<file path="src/rtl/bcg_pkg.sv">
// ----------------------------------------------------------------------------
// bcg_pkg: shared types and constants of the bounding cone grower
// Item payloads, fixed point format, register indexes and sequencer states.
// ----------------------------------------------------------------------------
package bcg_pkg;

  // Fixed point fraction bits of all coordinates, radius and height
  localparam int FRAC_BITS = 16;

  localparam logic [30:0] VAL_MAX = 31'h7FFF_FFFF;

  // Reset values
  localparam logic [30:0] RST_RADIUS = 31'd65536;
  localparam logic [23:0] RST_SLOPE  = 24'd65536;
  localparam logic [30:0] RST_HEIGHT = 31'((64'd65536 << FRAC_BITS) / 64'd65536);

  // Configuration register indexes
  localparam logic [2:0] REG_CENTER_X = 3'd0;
  localparam logic [2:0] REG_CENTER_Y = 3'd1;
  localparam logic [2:0] REG_BASE_Z   = 3'd2;
  localparam logic [2:0] REG_INIT_RAD = 3'd3;
  localparam logic [2:0] REG_SLOPE    = 3'd4;

  typedef struct packed {
    logic               start_req;
    logic signed [31:0] point_x;
    logic signed [31:0] point_y;
    logic signed [31:0] point_z;
  } vtx_t;

  typedef struct packed {
    logic [30:0] radius_now;
    logic [30:0] height_now;
    logic        grew;
    logic        saturated;
  } res_t;

  typedef enum logic [3:0] {
    ST_IDLE,
    ST_HSET,
    ST_HDIV,
    ST_SQX,
    ST_SQY,
    ST_ROOT,
    ST_DECIDE,
    ST_MUL,
    ST_DIV,
    ST_APPLY,
    ST_FIN
  } state_t;

endpackage

</file>
<file path="src/rtl/bcg_vtx_if.sv">
// ----------------------------------------------------------------------------
// bcg_vtx_if / bcg_res_if: valid/ready channels of the cone grower
// One item moves at a clock edge with valid and ready both high.
// ----------------------------------------------------------------------------
interface bcg_vtx_if;
  import bcg_pkg::*;
  logic valid;
  logic ready;
  vtx_t data;
  modport source (output valid, output data, input ready);
  modport sink   (input valid, input data, output ready);
endinterface

interface bcg_res_if;
  import bcg_pkg::*;
  logic valid;
  logic ready;
  res_t data;
  modport source (output valid, output data, input ready);
  modport sink   (input valid, input data, output ready);
endinterface

</file>
<file path="src/rtl/bounding_cone_grow.sv">
// ----------------------------------------------------------------------------
// bounding_cone_grow: grows an upright bounding cone over a vertex stream
// Bit-serial sequencer: squares, root, product and quotient one bit a cycle.
// ----------------------------------------------------------------------------
// Usage:
//  vtx  (sink)  : one vertex per item, with start_req to reload the radius.
//  res  (source): one result item per vertex: radius, height, grew, saturated.
//  cfg_we/cfg_addr/cfg_data: register writes, applied at once; write them
//  only while no vertex is in flight.
// Timing: one vertex at a time. A vertex runs through these steps in order:
//  two squarings, a root, then a shift-add product, a restoring quotient
//  for the inside case and a height quotient when the cone changes (and
//  one more height quotient on reload, before the squarings).
//  Each step runs on a one-bit-per-cycle unit; multiplier and divider are shared.
// vtx.ready is high while the sequencer is idle; a result waiting in the
//  output register does not block the next vertex, which only holds in its
//  last step until the output register is free.
// Reset: synchronous, active high; registers go to their reset values,
//  radius is 1.0 and height is 1.0 / slope; no result is pending.
// ----------------------------------------------------------------------------
module bounding_cone_grow (
  input  logic        clk,
  input  logic        rst,
  input  logic        cfg_we,
  input  logic [2:0]  cfg_addr,
  input  logic [31:0] cfg_data,
  bcg_vtx_if.sink     vtx,
  bcg_res_if.source   res
);
  import bcg_pkg::*;

  // Configuration
  logic [31:0] center_x, center_y, base_z;
  logic [30:0] initial_radius;
  logic [23:0] slope_tan;

  // Cone state
  logic [30:0] radius, height, old_r;
  logic        satf, reload, dbig, apexf;

  // Vertex offsets
  logic [30:0] ay;
  logic [32:0] z;

  // Shift-add multiplier
  logic [63:0] mcand, acc;
  logic [31:0] mplier;
  // Restoring divider
  logic [63:0] num, quo;
  logic [31:0] den, rem;
  // Digit-by-digit root
  logic [63:0] v;
  logic [31:0] root;
  logic [33:0] srem;

  logic [6:0]  cnt;
  logic [30:0] newr;
  logic        csat;

  state_t state, state_next;

  // Accept-cycle offsets
  logic [32:0] dx, dy, adx, ady;
  always_comb begin
    dx  = {vtx.data.point_x[31], vtx.data.point_x} - {center_x[31], center_x};
    dy  = {vtx.data.point_y[31], vtx.data.point_y} - {center_y[31], center_y};
    adx = dx[32] ? (33'd0 - dx) : dx;
    ady = dy[32] ? (33'd0 - dy) : dy;
  end

  // One step of each serial unit
  logic [63:0] acc_n;
  logic [32:0] rem_sh;
  logic        div_ge;
  logic [31:0] rem_n;
  logic [63:0] quo_n;
  logic [35:0] srem_sh, trial;
  logic        sq_ge;
  logic [35:0] srem_d;
  logic [31:0] root_n;
  always_comb begin
    acc_n   = acc + (mplier[0] ? mcand : 64'd0);
    rem_sh  = {rem, num[63]};
    div_ge  = rem_sh >= {1'b0, den};
    rem_n   = div_ge ? 32'(rem_sh - {1'b0, den}) : rem_sh[31:0];
    quo_n   = {quo[62:0], div_ge};
    srem_sh = {srem, v[63:62]};
    trial   = {2'b00, root, 2'b01};
    sq_ge   = srem_sh >= trial;
    srem_d  = sq_ge ? (srem_sh - trial) : srem_sh;
    root_n  = {root[30:0], sq_ge};
  end

  // Decide, product-end and quotient-end values
  logic        apex;
  logic [30:0] dden;
  logic [63:0] apex_sum;
  logic        quo_big;
  always_comb begin
    apex     = z[31:0] > {1'b0, height};
    dden     = height - z[30:0];
    apex_sum = (acc_n >> FRAC_BITS) + (dbig ? 64'd0 : {32'd0, root});
    quo_big  = |quo_n[63:31];
  end

  logic out_free;
  assign out_free = !res.valid || res.ready;

  // Next state
  always_comb begin
    state_next = state;
    case (state)
      ST_IDLE:   if (vtx.valid) state_next = vtx.data.start_req ? ST_HSET : ST_SQX;
      ST_HSET:   if (slope_tan == 24'd0) state_next = reload ? ST_SQX : ST_FIN;
                 else state_next = ST_HDIV;
      ST_HDIV:   if (cnt == 7'd1) state_next = reload ? ST_SQX : ST_FIN;
      ST_SQX:    if (cnt == 7'd1) state_next = ST_SQY;
      ST_SQY:    if (cnt == 7'd1) state_next = ST_ROOT;
      ST_ROOT:   if (cnt == 7'd1) state_next = ST_DECIDE;
      ST_DECIDE: begin
        if (z[32]) state_next = ST_FIN;
        else if (apex) state_next = ST_MUL;
        else if (dbig || root == 32'd0 || dden == 31'd0) state_next = ST_APPLY;
        else state_next = ST_MUL;
      end
      ST_MUL:    if (cnt == 7'd1) state_next = apexf ? ST_APPLY : ST_DIV;
      ST_DIV:    if (cnt == 7'd1) state_next = ST_APPLY;
      ST_APPLY:  state_next = (apexf || newr > radius) ? ST_HSET : ST_FIN;
      ST_FIN:    if (out_free) state_next = ST_IDLE;
      default:   state_next = ST_IDLE;
    endcase
  end

  // Handshake outputs
  always_comb begin
    vtx.ready = (state == ST_IDLE);
  end

  // Configuration writes
  always_ff @(posedge clk) begin
    if (rst) begin
      center_x       <= 32'd0;
      center_y       <= 32'd0;
      base_z         <= 32'd0;
      initial_radius <= RST_RADIUS;
      slope_tan      <= RST_SLOPE;
    end else if (cfg_we) begin
      case (cfg_addr)
        REG_CENTER_X: center_x       <= cfg_data;
        REG_CENTER_Y: center_y       <= cfg_data;
        REG_BASE_Z:   base_z         <= cfg_data;
        REG_INIT_RAD: initial_radius <= cfg_data[30:0];
        REG_SLOPE:    slope_tan      <= cfg_data[23:0];
        default: ;
      endcase
    end
  end

  // Sequencer datapath
  always_ff @(posedge clk) begin
    if (rst) begin
      state     <= ST_IDLE;
      radius    <= RST_RADIUS;
      height    <= RST_HEIGHT;
      res.valid <= 1'b0;
      reload    <= 1'b0;
      satf      <= 1'b0;
    end else begin
      state <= state_next;
      // output register: load in the last step, clear once taken
      if (state == ST_FIN && out_free) res.valid <= 1'b1;
      else if (res.ready) res.valid <= 1'b0;
      case (state)
        ST_IDLE: begin
          if (vtx.valid) begin
            ay     <= ady[30:0];
            dbig   <= adx[32] | adx[31] | ady[32] | ady[31];
            z      <= {vtx.data.point_z[31], vtx.data.point_z} - {base_z[31], base_z};
            satf   <= 1'b0;
            reload <= vtx.data.start_req;
            old_r  <= vtx.data.start_req ? initial_radius : radius;
            if (vtx.data.start_req) radius <= initial_radius;
            mcand  <= {33'd0, adx[30:0]};
            mplier <= {1'b0, adx[30:0]};
            acc    <= 64'd0;
            cnt    <= 7'd31;
          end
        end
        ST_HSET: begin
          if (slope_tan == 24'd0) begin
            height <= VAL_MAX;
            satf   <= 1'b1;
            reload <= 1'b0;
          end else begin
            num <= {33'd0, radius} << FRAC_BITS;
            den <= {8'd0, slope_tan};
            rem <= 32'd0;
            quo <= 64'd0;
            cnt <= 7'd64;
          end
        end
        ST_HDIV: begin
          num <= num << 1;
          rem <= rem_n;
          quo <= quo_n;
          // on reload the squaring follows and needs its own count
          if (cnt == 7'd1 && reload) cnt <= 7'd31;
          else cnt <= cnt - 7'd1;
          if (cnt == 7'd1) begin
            reload <= 1'b0;
            if (quo_big) begin
              height <= VAL_MAX;
              satf   <= 1'b1;
            end else begin
              height <= quo_n[30:0];
            end
          end
        end
        ST_SQX, ST_SQY, ST_MUL: begin
          acc <= acc_n;
          if (cnt != 7'd1) begin
            mcand  <= mcand << 1;
            mplier <= mplier >> 1;
            cnt    <= cnt - 7'd1;
          end else if (state == ST_SQX) begin
            mcand  <= {33'd0, ay};
            mplier <= {1'b0, ay};
            cnt    <= 7'd31;
          end else if (state == ST_SQY) begin
            v    <= acc_n;
            root <= 32'd0;
            srem <= 34'd0;
            cnt  <= 7'd32;
          end else if (apexf) begin
            if (dbig || apex_sum > {33'd0, VAL_MAX}) begin
              newr <= VAL_MAX;
              csat <= 1'b1;
            end else begin
              newr <= apex_sum[30:0];
              csat <= 1'b0;
            end
          end else begin
            num <= acc_n;
            den <= {1'b0, dden};
            rem <= 32'd0;
            quo <= 64'd0;
            cnt <= 7'd64;
          end
        end
        ST_ROOT: begin
          v    <= v << 2;
          srem <= srem_d[33:0];
          root <= root_n;
          cnt  <= cnt - 7'd1;
        end
        ST_DECIDE: begin
          apexf <= apex;
          if (apex) begin
            mcand  <= {32'd0, z[31:0]};
            mplier <= {8'd0, slope_tan};
            acc    <= 64'd0;
            cnt    <= 7'd24;
          end else if (dbig) begin
            newr <= VAL_MAX;
            csat <= 1'b1;
          end else if (root == 32'd0) begin
            newr <= 31'd0;
            csat <= 1'b0;
          end else if (dden == 31'd0) begin
            newr <= VAL_MAX;
            csat <= 1'b1;
          end else begin
            mcand  <= {33'd0, height};
            mplier <= root;
            acc    <= 64'd0;
            cnt    <= 7'd32;
          end
        end
        ST_DIV: begin
          num <= num << 1;
          rem <= rem_n;
          quo <= quo_n;
          cnt <= cnt - 7'd1;
          if (cnt == 7'd1) begin
            newr <= quo_big ? VAL_MAX : quo_n[30:0];
            csat <= quo_big;
          end
        end
        ST_APPLY: begin
          if (apexf || newr > radius) begin
            radius <= newr;
            satf   <= satf | csat;
          end else begin
            satf <= 1'b0;
          end
        end
        ST_FIN: begin
          if (out_free) begin
            res.data.radius_now <= radius;
            res.data.height_now <= height;
            res.data.grew       <= radius > old_r;
            res.data.saturated  <= satf;
          end
        end
        default: ;
      endcase
    end
  end

endmodule
</file>
<file path="src/flat_wrapper.sv">
// flat-port wrapper written by rule: the top's interface ports become plain ports
module bounding_cone_grow_flat import bcg_pkg::*;
  (clk, rst, cfg_we, cfg_addr, cfg_data, vtx_valid, vtx_data, vtx_ready, res_valid, res_data, res_ready);
  bcg_vtx_if vtx_i ();
  bcg_res_if res_i ();
  input  logic clk;
  input  logic rst;
  input  logic cfg_we;
  input  logic [2:0] cfg_addr;
  input  logic [31:0] cfg_data;
  input wire logic [$bits(vtx_i.valid)-1:0] vtx_valid;
  input wire logic [$bits(vtx_i.data)-1:0] vtx_data;
  output wire logic [$bits(vtx_i.ready)-1:0] vtx_ready;
  output wire logic [$bits(res_i.valid)-1:0] res_valid;
  output wire logic [$bits(res_i.data)-1:0] res_data;
  input wire logic [$bits(res_i.ready)-1:0] res_ready;
  assign vtx_i.valid = vtx_valid;
  assign vtx_i.data = vtx_data;
  assign vtx_ready = vtx_i.ready;
  assign res_valid = res_i.valid;
  assign res_data = res_i.data;
  assign res_i.ready = res_ready;
  bounding_cone_grow u_core (.clk(clk), .rst(rst), .cfg_we(cfg_we), .cfg_addr(cfg_addr), .cfg_data(cfg_data), .vtx(vtx_i), .res(res_i));
endmodule
</file>
<file path="config.mk">
export PLATFORM = sky130hd
export DESIGN_NAME = bounding_cone_grow_flat
export DESIGN_NICKNAME = d
export VERILOG_FILES = /design/src/rtl/bcg_pkg.sv /design/src/rtl/bcg_vtx_if.sv /design/src/rtl/bounding_cone_grow.sv /design/src/flat_wrapper.sv
export SDC_FILE = /design/constraint.sdc
export NUM_CORES = 2
export LEC_CHECK = 0
export BUFFER_PORTS_ARGS = -buffer_cell sky130_fd_sc_hd__buf_4
export CAP_MARGIN = 20
export CORE_MARGIN = 8
export CORE_UTILIZATION = 32
export DETAILED_ROUTE_END_ITERATION = 12
export GPL_TIMING_DRIVEN = 0
export SYNTH_ARGS = -nofsm -noshare
export SYNTH_HDL_FRONTEND = slang
export SYNTH_SLANG_ARGS = --single-unit
</file>
<file path="constraint.sdc">
create_clock -name clk -period 37.6 [get_ports clk]
set_input_delay 3.76 -clock clk [delete_from_list [all_inputs] [get_ports clk]]
set_output_delay 3.76 -clock clk [all_outputs]
set_load 0.005 [all_outputs]
</file>
==> results.md <==
Power and ir drop:
- In this run, flip-flops and latches consume about a third of the power.
- The switching part of the total is 41.1%.
- Cell internal power was estimated by the tool at around 2.6 mW.
- For this design the total switching power over the nets is 1.83 mW.
- Across the VDD grid, the largest voltage drop is ~0.043 mV.
- In this run, the combinational gates consume between 40% and 50% of the power.
- The overall power of the completed layout is 4.45 mW.
- The clock share of power is between 20% and 30%.
- Dividing total power by cell area gives a power density of ~70 mW/mm^2.
- The static leakage is about 25 nW.

Worst setup path:
- The worst setup path is captured at a register.
- The arrival time reported for the critical path endpoint is approximately 10000 ps.
- Counting stages on the worst path, the most repeated cell is o21ai_0.
- The critical path required time is roughly 38000 ps.
- The startpoint identified for the worst register-to-register timing path is u_core.mplier[0].
- The cell with the largest stage delay on the worst path is clkbuf_1.
- The start-to-end type of the worst setup path is reg -> reg.
- For this run, the slowest stage of the critical path takes 700 ps.
- Of all nets on the critical path, the largest fanout is 10.
- STA classifies the critical path startpoint as a register.
- For flop-to-flop paths, the worst setup slack is 27570 ps.
- The launch point of the worst path is u_core.mplier[0].

Detailed routing:
- The routed wirelength normalized by instance count is 23.1 microns.
- The first-pass iteration count of the detailed router is 7.
- The average vias per placed instance is around 5.4.
- For this block, the via count after detailed routing is 47300.
- In this run, the number of DRC markers left after iteration 0 of detailed routing was 4836.
- The final layout contains routed wiring with a total length of ~200 mm.
- The detail route stage leaves a number of antenna-violating nets equal to 0.
- For this run, design rule violations remaining after detail routing come to 0.

Clock network:
- The clock tree from TritonCTS is done.
- The clock slew seen by the registers of the worst setup and hold paths is roughly 60 ps.
- Clock latency on the worst-skew pair, taken at its later pin, is about 760 ps.
- After clock tree synthesis, the flow added hold-fix buffers numbering 0.
- The clock net in this run drives a total of 900 sinks.
- After clock tree synthesis, the setup repair step added 0 buffers.
- The tree is rooted in a clkbuf_16.
- The H-tree was split into 3 levels.
- TritonCTS created 99 clock buffers.
- The quantity of gates resized following cts is 0.
- The longest clock path from root to sink contains 3 buffers.

Die:
- During I/O placement, the number of pins put on the boundary was between 200 and 250.
- The region available for standard cell placement spans 0.173 sq mm.
- In this run the vertical extent of the chip is ~430 microns.
- After floorplanning, the core was divided into 153 placement rows.
- The effective utilization at floorplan is between 30% and 40%.
- The width of the die is between 400 and 500 microns.
- The overall die area is 0.187 sq mm.

Synth:
- The number of nets handed over by synthesis was about 6400.
- The area of the mapped netlist is ~0.056 sq mm.
- The count of different cell masters after synthesis is a little over 90.
- edfxtp_1 takes more of the synthesized area than any other cell.
- The average cell area after synthesis is 9.40 sq um.
- The count of flip-flops with a built-in enable after synthesis is slightly below 700.
- In the synthesized netlist the dominant register cell turns out to be edfxtp_1.
- The part of the Yosys area used for sequential elements is 44.7%.
- In the synthesized netlist the async set-or-reset flop fraction comes to 0%.
- In the synthesized netlist, the number of instances is 5907.
- The register bit count reported by yosys is 900.
- Sorting the synthesized cells by area gives the leading types as edfxtp_1 37%, ha_1 8.6%, dfxtp_1 7.9%, nand2_1 4.8%, a21oi_1 4.2%.
- After synthesis, the largest area contributor takes up a little under two fifths of total cell area.
- The Yosys step of the flow raised 0 warnings.

Global route:
- Entering global routing, the biggest net connects 66 pins.
- The wire length of the first global-routing pass is approximately 290 mm.
- The number of global-route vias before repair came to about 45000.
- Global routing used 20.5% of the available tracks across all layers.
- The aggregate global routing overflow is 0.
- The initial antenna violation count was 12.

STA:
- Hold timing on the final database bottoms out at a slack of between 400 and 500 ps.
- Setup repair after global routing left no endpoint under its margin.
- The largest clock skew in the final design is 47.5 ps.
- The period utilization is around a quarter.
- The actual transition at the worst max-transition pin is 1290 ps.
- The final number of hold-violating endpoints was 0.
- In the final timing run, aggregate negative setup slack is 0 ps.
- The final setup violation count is 0.
- Headroom to the max-slew limit came out at 13.1%.
- Static timing analysis puts the maximum clock frequency at about 0.1 GHz.
- After layout, the minimum clock period comes to around 10000 ps.
- The number of max-slew violations in the final report is 0.

Final layout:
- The count of filler cells inserted in the layout is ~18000.
- The final cell count without fillers is 8688.
- The final net count is around 7000.
- The area overhead of the layout relative to synthesis is 15.5%.
- Cells with a size suffix above 1 make up roughly 8% of the layout.
- At the end of the flow the core is filled with cells to 37.0%.

Placed design:
- The total instance count after detailed placement is roughly 8500.
- The congestion estimate from routability-driven global placement came to approximately 1.0.
- The placed wire-length estimate after detailed placement is ~160 mm.
- During placement, the flow inserted port buffers numbering about 200.

Job:
- The count of maximum capacitance violations is 0.

Min path:
- The path type of the worst min-delay path is reg -> reg.
- The source of the worst hold timing path is u_core.center_y[18].

Status:
- The flow ran to the end, and the final reports show no timing, DRC or antenna violations.
synthesized netlist by cell type (all sizes together), types with 30 or more instances:
cell,instances
buf,38
clkbuf,224
xor2,101
dfxtp,220
nand3,82
nor2,478
nor2b,50
edfxtp,680
o21a,30
o211ai,43
and3,71
nand2b,48
a21oi,473
nand2,704
ha,383
o21bai,37
o22ai,39
mux2i,121
nand4,56
o21ai,378
and2,193
a221o,72
a211oi,37
nor3,81
xnor2,199
a21o,200
nor4,49
inv,416
a31oi,55
layout make-up:
type / count / area, sq um / share of cell area [%]
Clock inverter: 52 / 602 / 0.939
Tap cell: 2325 / 2910 / 4.54
Antenna cell: 4 / 10.0 / 0.0156
Timing Repair Buffer: 264 / 2240 / 3.49
Inverter: 417 / 1570 / 2.44
Sequential cell: 900 / 24800 / 38.7
Buffer: 262 / 1020 / 1.60
Clock buffer: 136 / 2760 / 4.31
Multi-Input combinational cell: 4328 / 28200 / 44.0
metal layers:
metal / GRT usage [%] / wire [microns] / share of wire (%)
met1: 28.5 / 88300 / 44
met2: 31.5 / 86300 / 43
met3: 3.79 / 16400 / 8.2
met4: 8.12 / 9310 / 4.6
met5: 0 / 0 / 0
power groups by stage:
stage	clock network, mW	logic (mW)	registers [mW]
detailed placement	0	1.87	1.53
finish	1.02	1.91	1.51
global route	1.07	2.07	1.53
floorplan	0	1.27	1.49
global placement	0	1.80	1.61
CTS	1.04	1.89	1.51
critical path: cells and delay by family (launching register included):
family                     cells  cell delay [ps]
adders and majority gates      2              550
DFF                            1              320
and+or+nand+nor               10             3380
xor gates and xnor gates       1              560
AOI/OAI and AO/OA             10             2930
buffers and inverters          5             1930
sequential cells by signal, indices dropped and copies added (netlist names), 32 cells and up:
signal / count
u_core.acc: 64
u_core.mcand: 64
u_core.num: 64
u_core.res.data: 64
u_core.v: 64
u_core.quo: 63
u_core.srem: 34
u_core.z: 33
u_core.base_z: 32
u_core.center_x: 32
u_core.center_y: 32
u_core.mplier: 32
u_core.rem: 32
u_core.root: 32
cell usage in the layout, fill, tap and decap left out, types with 30 or more instances in the layout:
cell type	count
dfxtp_1	220
xor2_1	101
and2_1	193
a21oi_1	470
inv_1	416
ha_1	383
nand3_1	82
nor3_1	78
nand4_1	56
clkbuf_1	249
o22ai_1	39
nand2b_1	48
edfxtp_1	680
o21a_1	30
a211oi_1	34
a221o_1	72
nor2_1	477
o21bai_1	37
xnor2_1	199
o21ai_0	373
nand2_1	704
a21o_1	200
nor4_1	46
nor2b_1	50
o211ai_1	43
buf_4	221
mux2i_1	121
and3_1	70
clkbuf_16	103
a31oi_1	54
final timing paths:
| path | to | cells past startpoint |
|---|---|---|
| worst max-delay path | u_core.newr[12] | 28 |
| worst max register to register | u_core.newr[12] | 28 |
| worst min register to register | u_core.center_y[18] | 2 |
| worst min-delay path | u_core.center_y[18] | 2 |
metrics by stage:
stage	instance area, sq um	worst slack [ps]
floorplan	55500	20330
global placement	59900	13630
detailed placement	60700	27710
CTS	64100	27680
global route	64100	27300
finish	64100	27570
logic make-up after synthesis:
kind of cell               Yosys count  share of synthesized area [%]
adders and majority gates          390                           8.88
buffers and inverters              679                           4.66
and+or+nand+nor                   1918                           16.2
xor gates and xnor gates           300                           4.73
muxes                              142                           2.61
AOI/OAI and AO/OA                 1578                           18.2
DFF                                900                           44.7
Power figures use the tool's default switching activity.
